## src/hw/rtl/assert_macros.svh

```systemverilog
// assertion helper macros
`ifndef ASSERT_MACROS_SVH
`define ASSERT_MACROS_SVH
// assert that a property holds at every clock edge out of reset
`define CHK_ALWAYS(label, clk, rst_n, prop, msg) \
	label: assert property (@(posedge clk) disable iff (!rst_n) (prop)) else $error(msg);
// assert that one condition implies another in the next cycle
`define CHK_NEXT(label, clk, rst_n, ante, cons, msg) \
	label: assert property (@(posedge clk) disable iff (!rst_n) (ante) |=> (cons)) else $error(msg);
`endif

```

## src/hw/rtl/hpit_pkg.sv

```systemverilog
// ---------------------------------------------------------------------------
// hpit_pkg
// shared types and constants of the hashed page index table
// ---------------------------------------------------------------------------
package hpit_pkg;
	localparam logic [63:0] GOLDEN = 64'h9E3779B97F4A7C15;
	localparam logic [2:0] ST_FOUND   = 3'd0;
	localparam logic [2:0] ST_CREATED = 3'd1;
	localparam logic [2:0] ST_FULL    = 3'd2;
	localparam logic [2:0] ST_REMOVED = 3'd3;
	localparam logic [2:0] ST_MISSED  = 3'd4;
	localparam logic REQ_GET    = 1'b0;
	localparam logic REQ_REMOVE = 1'b1;

	// controller to datapath
	typedef struct packed {
		logic load;       // capture request, start product
		logic hash;       // multiply stage 2
		logic head_rd;    // read bucket head
		logic ent_rd;     // issue entry read for cur
		logic step;       // cur <= link, prev <= cur
		logic create;     // write new entry and head
		logic pop_rd;     // read free stack top
		logic unlink;     // unlink cur
		logic result;     // load result register
		logic [2:0] status;
	} cmd_t;

	// datapath to controller
	typedef struct packed {
		logic have;
		logic hit;
		logic pool_empty;
		logic bound;
		logic req_type;
	} sts_t;
endpackage

```

## src/hw/rtl/hpit_ctrl.sv

```systemverilog
// ---------------------------------------------------------------------------
// hpit_ctrl
// request sequencer of the hashed page index table
// ---------------------------------------------------------------------------
module hpit_ctrl (
	input  logic             clk,
	input  logic             arst_n,
	input  logic             in_fire,
	input  logic             out_busy,
	input  hpit_pkg::sts_t   sts,
	output logic             idle,
	output hpit_pkg::cmd_t   cmd
);
	localparam logic [3:0] S_IDLE  = 4'd0;
	localparam logic [3:0] S_MUL   = 4'd1;
	localparam logic [3:0] S_HEAD  = 4'd2;
	localparam logic [3:0] S_HWAIT = 4'd3;
	localparam logic [3:0] S_RD    = 4'd4;
	localparam logic [3:0] S_CMP   = 4'd5;
	localparam logic [3:0] S_POP   = 4'd6;
	localparam logic [3:0] S_MK    = 4'd7;
	localparam logic [3:0] S_DONE  = 4'd8;

	logic [3:0] state_q, state_d;
	logic [2:0] status_q, status_d;

	always_ff @(posedge clk or negedge arst_n) begin
		if (!arst_n) begin
			state_q  <= S_IDLE;
			status_q <= hpit_pkg::ST_FOUND;
		end else begin
			state_q  <= state_d;
			status_q <= status_d;
		end
	end

	assign idle = (state_q == S_IDLE);

	always_comb begin
		state_d  = state_q;
		status_d = status_q;
		cmd      = '0;
		cmd.status = status_q;
		unique case (state_q)
			S_IDLE: begin
				if (in_fire) begin
					cmd.load = 1'b1;
					state_d  = S_MUL;
				end
			end
			S_MUL: begin
				cmd.hash = 1'b1;
				state_d  = S_HEAD;
			end
			S_HEAD: begin
				cmd.head_rd = 1'b1;
				state_d     = S_HWAIT;
			end
			S_HWAIT: begin
				cmd.ent_rd = 1'b1;
				state_d    = S_CMP;
			end
			S_RD: begin
				cmd.ent_rd = 1'b1;
				state_d    = S_CMP;
			end
			S_CMP: begin
				if (sts.have && sts.hit) begin
					if (sts.req_type == hpit_pkg::REQ_REMOVE) begin
						cmd.unlink = 1'b1;
						status_d   = hpit_pkg::ST_REMOVED;
					end else begin
						status_d = hpit_pkg::ST_FOUND;
					end
					state_d = S_DONE;
				end else if (sts.have && !sts.bound) begin
					cmd.step = 1'b1;
					state_d  = S_RD;
				end else if (sts.req_type == hpit_pkg::REQ_REMOVE) begin
					status_d = hpit_pkg::ST_MISSED;
					state_d  = S_DONE;
				end else if (sts.pool_empty) begin
					status_d = hpit_pkg::ST_FULL;
					state_d  = S_DONE;
				end else begin
					cmd.pop_rd = 1'b1;
					state_d    = S_POP;
				end
			end
			S_POP: begin
				state_d = S_MK;
			end
			S_MK: begin
				cmd.create = 1'b1;
				status_d   = hpit_pkg::ST_CREATED;
				state_d    = S_DONE;
			end
			S_DONE: begin
				if (!out_busy) begin
					cmd.result = 1'b1;
					state_d    = S_IDLE;
				end
			end
			default: state_d = S_IDLE;
		endcase
	end
endmodule

```

## config.mk

```make
export PLATFORM = sky130hd
export DESIGN_NAME = hpit_ctrl
export DESIGN_NICKNAME = d
export VERILOG_FILES = /design/src/hw/rtl/assert_macros.svh /design/src/hw/rtl/hpit_pkg.sv /design/src/hw/rtl/hpit_ctrl.sv
export SDC_FILE = /design/constraint.sdc
export NUM_CORES = 1
export LEC_CHECK = 0
export ABC_AREA = 1
export BUFFER_PORTS_ARGS = -buffer_cell sky130_fd_sc_hd__buf_2
export CAP_MARGIN = 20
export CORE_AREA = 2 2 39 41
export DETAILED_ROUTE_END_ITERATION = 10
export DIE_AREA = 0 0 41 43
export PLACE_DENSITY = 0.66
export SYNTH_ARGS = -nofsm -noshare
export SYNTH_HDL_FRONTEND = slang
export SYNTH_SLANG_ARGS = --single-unit
```

## constraint.sdc

```tcl
create_clock -name clk -period 1.3 [get_ports clk]
set_input_delay 0 -clock clk [delete_from_list [all_inputs] [get_ports clk]]
set_output_delay 0 -clock clk [all_outputs]
set_load 0.03 [all_outputs]
```

# Yosys cells after proc, flatten, opt, wreduce, memory -nomap -nowiden
# Cells that the tools add are included.
# totals
ff_bits	7
in_bits	9
out_inout_bits	13
elab_cells	53
# op_classes
eq_ne	12
muxes	31
n_reduce_logical	8
# ops
op	n
4-bit one-hot mux with 8 select lines	1
4-bit two-way mux	6
1-bit two-way mux	17
4-bit by 3-bit equality test with 1-bit output (second input constant)	4
3-bit two-way mux	4
4-bit by 2-bit equality test with 1-bit output (second input constant)	2
3-bit one-hot mux with 2 select lines	1
4-bit by 1-bit equality test with 1-bit output (second input constant)	1
4-bit equality test (second input constant)	1
4-bit logical NOT	1
2-bit two-way mux	2
2-bit inequality test (second input constant)	2
4-bit inequality test (second input constant)	1
3-bit inequality test (second input constant)	1
3-bit AND reduction	1
1-bit logical AND	2
2-bit AND reduction	1
2-bit nonzero test	1
2-bit OR reduction	1
1-bit logical NOT	1

# Longest topological paths before layout
# Gate-level depths: netlist (run 1).
# depth
word_depth	5
ltp_mapped	8

# Worst setup path after synthesis (run 1)
# No wires, ideal clock.
# synth_path
path_type	reg-to-reg
start	reg state_q[3]
end	reg state_q[1]
setup_ns	0.076
arrival_time_ns	1.238
required_ns	1.224
setup_slack_ns	-0.014
path_stages_with_launch	6
n_path_buf	0
period_less_slack_ns	1.314
path_cell_list	dfrtp_1 nor2_1 inv_1 nor2_1 a21oi_1 o21ai_1
# synth_between
elab_chain_cells	3
elab_cells_between_ends	14
cone_classes	10 x eq/ne; 1 x mux; 3 x reduce/logical
# synth_rtl
item	line	text
start: declaration	hpit_ctrl.sv:24	logic [3:0] state_q, state_d;
start signal: assignment	hpit_ctrl.sv:32	state_q <= state_d;
4-bit by 3-bit equality test with 1-bit output (tied with other cells)	hpit_ctrl.sv:44	unique case (state_q)
2-bit OR reduction (no source line) / 2-bit inequality test (equally long branches)	-	
4-bit one-hot mux with 8 select lines / 2-bit AND reduction (equally long branches)	-	
# Several ways; a longest one is shown, not always the timed one.
# A chain may end at the register's enable or synchronous reset.

==> impl_metrics.toml, run 1 <==
[floorplan]
dieWidth_um = 41
core_area_mm2 = 0.00138
ios = 22
dieArea_mm2 = 0.00176
rows = 14
start_util = 0.363
dieHeight_um = 43

[yosys]
synthMuxAreaShare = 0
synthAdderAreaFrac = 0.0498
netlist_instances = 72
synth_xor_area_frac = 0
synth-compound-area-share = 0.0448
synth-simple-area-share = 0.445
syn-cell-area_um2 = 503
synth_fp_nets = 83
ys_types = 20
synth_seq_cells = 7
yosys_warnings = 0
syn_avg_cell_area_um2 = 6.99
synth_top_family_by_area = "simple AND/OR/NAND/NOR gates"
ys_seq_area_frac = 0.348

[place]
io_buffer_count = 21
dpl.hpwl_um = 921
placed_area_um2 = 628
gp_congestion = 0.750

[clock_network]
htreeDepth = 1
tritoncts = "built"
cts_root_buf = "clkbuf_4"
cts_made_buffers = 3
clock_latency_ns = 0.25
clock_sinks = 7
clk_pin_slew_ns = 0.05
clk_path_buf_depth = 2

[global_routing]
grt_max_degree = 10
grt_pass1_vias = 477
grt_use_total = 0.163
grt_first_pass_wirelength_um = 1930
antenna_found_initial = 0
grt.overflow.total = 0

[routing]
drt_wl_total_um = 1180
routed_via_density = 4.69
ant_nets = 0
drtPass1Iterations = 4
drtIter0Drc = 10
wl_per_cell_um = 10.0
dr_total_vias = 554
remaining_drc_errors = 0

[worst_setup_path]
worstPathRequired_ns = 1.30
crit_path_cell_trace = "nor2_2 > inv_1 > nor2_2 > clkbuf_4"
critical_path_class = "flop to output port"
critPathMaxFanout = 4
critical_path.max_stage_delay_ns = 0.44
cp_slowest_cell = "dfrtp_2"
ff2ff_setup_slack_ns = 0.15
cpMostUsedCell = "nor2_2"
cp_data_arrival_time_ns = 1.28
worstRegToRegCells = 6
critPathCaptureType = "output port"
crit_path_start_kind = "flop"

[sta]
final.min_clock_period_ns = 1.28
fmax_ghz = 0.780
tightest_slew_ns = 0.199
clock_skew_ns = 0.00121
period_share = 0.986
tns_ns = 0
setup_viol = 0
slew_viol_final = 0
slew_headroom = 0.867
finalHoldViolations = 0
holdWs_ns = 0.0686
rsz0062_at_grt = "yes"

[power_and_ir_drop]
combPwrFrac = 0.620
ir_worst_vdd_mv = 0.816
finalPower_uw = 1700
p_switching_uw = 885
p_per_area_mw_per_mm2 = 2280
p_int_uw = 819
seq_power_share = 0.264
p_leak_uw = 0.000432
power_frac_clock = 0.116
sw_frac_of_total = 0.519

[cells_and_area]
nets = 114
fin_util = 0.539
fin_area_um2 = 746
drive_gt1_frac = 0.461
area_growth_pct = 48.3
layout_common_cells = "15 x nand2_1, 14 x buf_2, 9 x inv_1, 8 x nor2_1, 8 x buf_4"
final_common_cell = "nand2_1"
diodes = 0
n_fill_cell = 152

[hold_path]
holdPathStages = 4
hold_class = "input port to flop"

[flow_run]
max_cap_violations = 0

[run_status]
outcome = "complete, no violations"
per-stage QoR:
stage | std cells | setup slack [ns]
floorplan | 72 | 0.0874
global placement | 108 | 0.180
detailed placement | 108 | 0.144
CTS | 115 | -0.0325
global route | 118 | -0.0917
finish | 118 | 0.0186
power by group through the flow:
stage | Sequential [uW] | Combinational [uW] | Clock, uW
after floorplan | 456 | 666 | 0
after global placement | 413 | 901 | 0
final | 449 | 1060 | 198
after detailed placement | 420 | 912 | 0
after CTS | 422 | 969 | 199
after global routing | 466 | 1170 | 220
kinds of logic (layout without fill, tap and decap cells):
family	count (synthesis)	after routing
simple gates	45	45
fa+ha+maj	2	2
flops	7	7
buf+inv	14	44
compound gates	4	4
final cells by class:
type | instances | area (um2) | area share
sequential | 7 | 179 | 0.240
inverter | 13 | 48.8 | 0.0654
multi-input combinational | 51 | 302 | 0.404
timing repair buffer | 27 | 170 | 0.228
tap | 16 | 20.0 | 0.0268
clock buffer | 4 | 26.3 | 0.0352
path summary, 6_finish.rpt:
path | startpoint | endpoint
hold reg to reg | status_q[2] | status_q[2]
setup reg to reg | state_q[2] | status_q[2]
hold / removal | sts[2] | state_q[1]
min in group asynchronous | arst_n | status_q[0]
setup / recovery | state_q[3] | cmd[10]
max in group asynchronous | arst_n | state_q[0]
per-layer routing:
layer	share of wire	track usage	vias to the layer above	wire length, um
met2	0.49	0.244	26	583
met4	0.011	0.0800	0	13
met1	0.42	0.207	236	498
met5	0	0	-	0
li1	-	-	288	-
met3	0.073	0.0471	4	86
critical path: cells and delay by family, from the launching register on:
kind          cells  cell delay (ns)
buf+inv           2             0.30
flops             1             0.44
simple gates      2             0.29
cells in the mapped netlist:
| master | count | area [um2] |
|---|---|---|
| nor2_2 | 2 | 12.5 |
| nor2_4 | 1 | 11.3 |
| o21ai_1 | 1 | 5.00 |
| nor2_1 | 10 | 37.5 |
| o21ai_0 | 1 | 5.00 |
| nand3_1 | 7 | 35.0 |
| o21bai_1 | 1 | 7.51 |
| dfrtp_1 | 7 | 175 |
| nand2_1 | 16 | 60.1 |
| nand3_2 | 1 | 10.0 |
| inv_1 | 11 | 41.3 |
| a21oi_1 | 1 | 5.00 |
| nand2_2 | 1 | 6.26 |
| inv_2 | 2 | 7.51 |
| buf_4 | 1 | 7.51 |
| nand2_4 | 1 | 11.3 |
| nor3_1 | 1 | 5.00 |
| nand4_1 | 4 | 25.0 |
| nor3_2 | 1 | 10.0 |
| ha_1 | 2 | 25.0 |
timing repair:
item	in CTS	in global routing
gates resized for setup	6	11
setup buffers	2	3
hold buffers	1	0
pin swaps	1	2
hold endpoints to repair	7	0
endpoints found under the setup margin	6	10
state kept, by name, indices dropped and copies added, names as in the netlist:
| name | flops |
|---|---|
| status_q | 3 |
| state_q | 4 |
(Power assumes the default switching activity.)
==> run 2: changes to the inputs <==
GPL_TIMING_DRIVEN = 0   (was not set)
==> run 2 against run 1 <==
  * The flow now finishes with violations (setup timing)
  * Count of clock-buffer cells in the layout unchanged
  * Register-to-register slack got worse by 0.02 ns
  * Via count increased by 3.2%
  * First-iteration DRC count decreased by 20%
  * Critical path depth unchanged
  * Clock power about the same
  * Final cell count increased by 2.5%
  * Sequential power decreased by 12%
  * Global-route usage decreased by 1.6 points
  * Non-clock buffer count increased by 3
  * Maximum frequency decreased by 1.4%
  * Largest power group unchanged
  * Utilization increased by 2.3 points
==> impl_metrics.toml, run 2 (synthesis gave the netlist of run 1 again) <==
[cells_and_area]
area_growth_pct = 54.5
layout_common_cells = "16 x buf_2, 15 x nand2_1, 10 x inv_1, 8 x buf_4"
diodes = 0
largest_registers = "state_q x4, status_q x3"
fin_util = 0.561
regMostFlops = "state_q"
drive_gt1_frac = 0.457
nets = 117
final_common_cell = "buf_2"
largest_reg_flops = 4

[clock_network]
tritoncts = "built"
cts_made_buffers = 3
cts_root_buf = "clkbuf_4"
clock_sinks = 7
clk_pin_slew_ns = 0.05
clk_path_buf_depth = 2
clock_latency_ns = 0.25
htreeDepth = 1

[worst_setup_path]
critical_path_class = "flop to output port"
cp_data_arrival_time_ns = 1.30
critPathCaptureType = "output port"
worstPathRequired_ns = 1.30
crit_path_cell_trace = "nor2_2 > nand3_4 > inv_1 > buf_2"
critPathMaxFanout = 9
rr_startpoint = "state_q[1]"
critPathTopFamily = "flip-flops"
crit_buf_inv = 2
cp_slowest_cell = "dfrtp_1"
crit_path_start_kind = "flop"
crit_start = "state_q[3]"
critical_path.max_stage_delay_ns = 0.42

[routing]
drt_wl_total_um = 1160
wl_per_cell_um = 9.59
dr_total_vias = 572
routed_via_density = 4.73
remaining_drc_errors = 0
drtIter0Drc = 8
drtPass1Iterations = 4
ant_nets = 0

[sta]
tns_ns = -0.000203
period_share = 1.00
rsz0062_at_grt = "yes"
slew_headroom = 0.868
finalHoldViolations = 0
tightest_slew_ns = 0.198
fmax_ghz = 0.769
slew_viol_final = 0
clock_skew_ns = 0.00514
setup_viol = 1
setup_slack_ns = -0.000203
final.min_clock_period_ns = 1.30

[floorplan]
ios = 22
rows = 14
start_util = 0.363
dieArea_mm2 = 0.00176
dieHeight_um = 43
dieWidth_um = 41
core_area_mm2 = 0.00138

[global_routing]
grt_first_pass_wirelength_um = 1750
grt.overflow.total = 0
grt_use_total = 0.147
antenna_found_initial = 0
grt_max_degree = 10
grt_pass1_vias = 455

[place]
place_ws_ns = 0.154
io_buffer_count = 21
gp_congestion = 0.744
dpl.hpwl_um = 867

[flow_run]
max_cap_violations = 0

[hold_path]
hold_class = "input port to flop"
hp-start = "in_fire"

[power_and_ir_drop]
p_leak_uw = 0.000455
p_per_area_mw_per_mm2 = 2260
ir_worst_vdd_mv = 0.852
finalPower_uw = 1760

[run_status]
failed_checks = "setup timing"
outcome = "complete, but fails checks"
run 2: per-layer routing:
layer | global-route usage | share of wire | vias up
met1 | 0.183 | 0.43 | 251
met4 | 0.0800 | 0.016 | 0
met3 | 0.0314 | 0.053 | 3
met2 | 0.225 | 0.50 | 23
met5 | 0 | 0 | -
li1 | - | - | 295
run 2: cell type report:
cell class | count | area [um2]
fill | 134 | 607
multi-input combinational | 51 | 304
timing repair buffer | 29 | 188
sequential | 7 | 176
inverter | 13 | 51.3
clock buffer | 4 | 26.3
tap | 16 | 20.0
buffer | 1 | 11.3
run 2: where the power goes:
group,switching [uW],total [uW],internal [uW]
clock,80.9,198,117
combinational,740,1160,423
sequential,78.9,397,318
run 2: worst paths after layout:
path | endpoint | slack, ns | cells past startpoint
max in group asynchronous | state_q[1] | 1.02 | 2
max | cmd[6] | -0.0002 | 4
min in group asynchronous | status_q[2] | 0.10 | 2
min | state_q[0] | 0.06 | 3
max reg2reg | status_q[1] | 0.13 | 7
min reg2reg | status_q[2] | 0.51 | 2
run 2: worst min-delay path: stages:
cell     delay, ns
buf_2         0.09
o21ai_0       0.08
nor2_1        0.11
run 2: per-stage QoR:
stage	hold slack (ns)	cell area, um2	std cells
2_1_floorplan	-0.296	510	72
3_3_place_gp	-0.162	636	109
3_5_place_dp	-0.157	636	109
4_1_cts	0.0579	713	117
5_1_grt	0.0720	777	121
6_report	0.0582	777	121
run 2: what timing repair did:
action                                  4_1_cts  5_1_grt
pin swaps                                     1        1
hold buffers                                  1        0
hold endpoints to repair                      7        0
endpoints found under the setup margin        4       10
resized for setup                             5       12
buffers inserted                              3        4
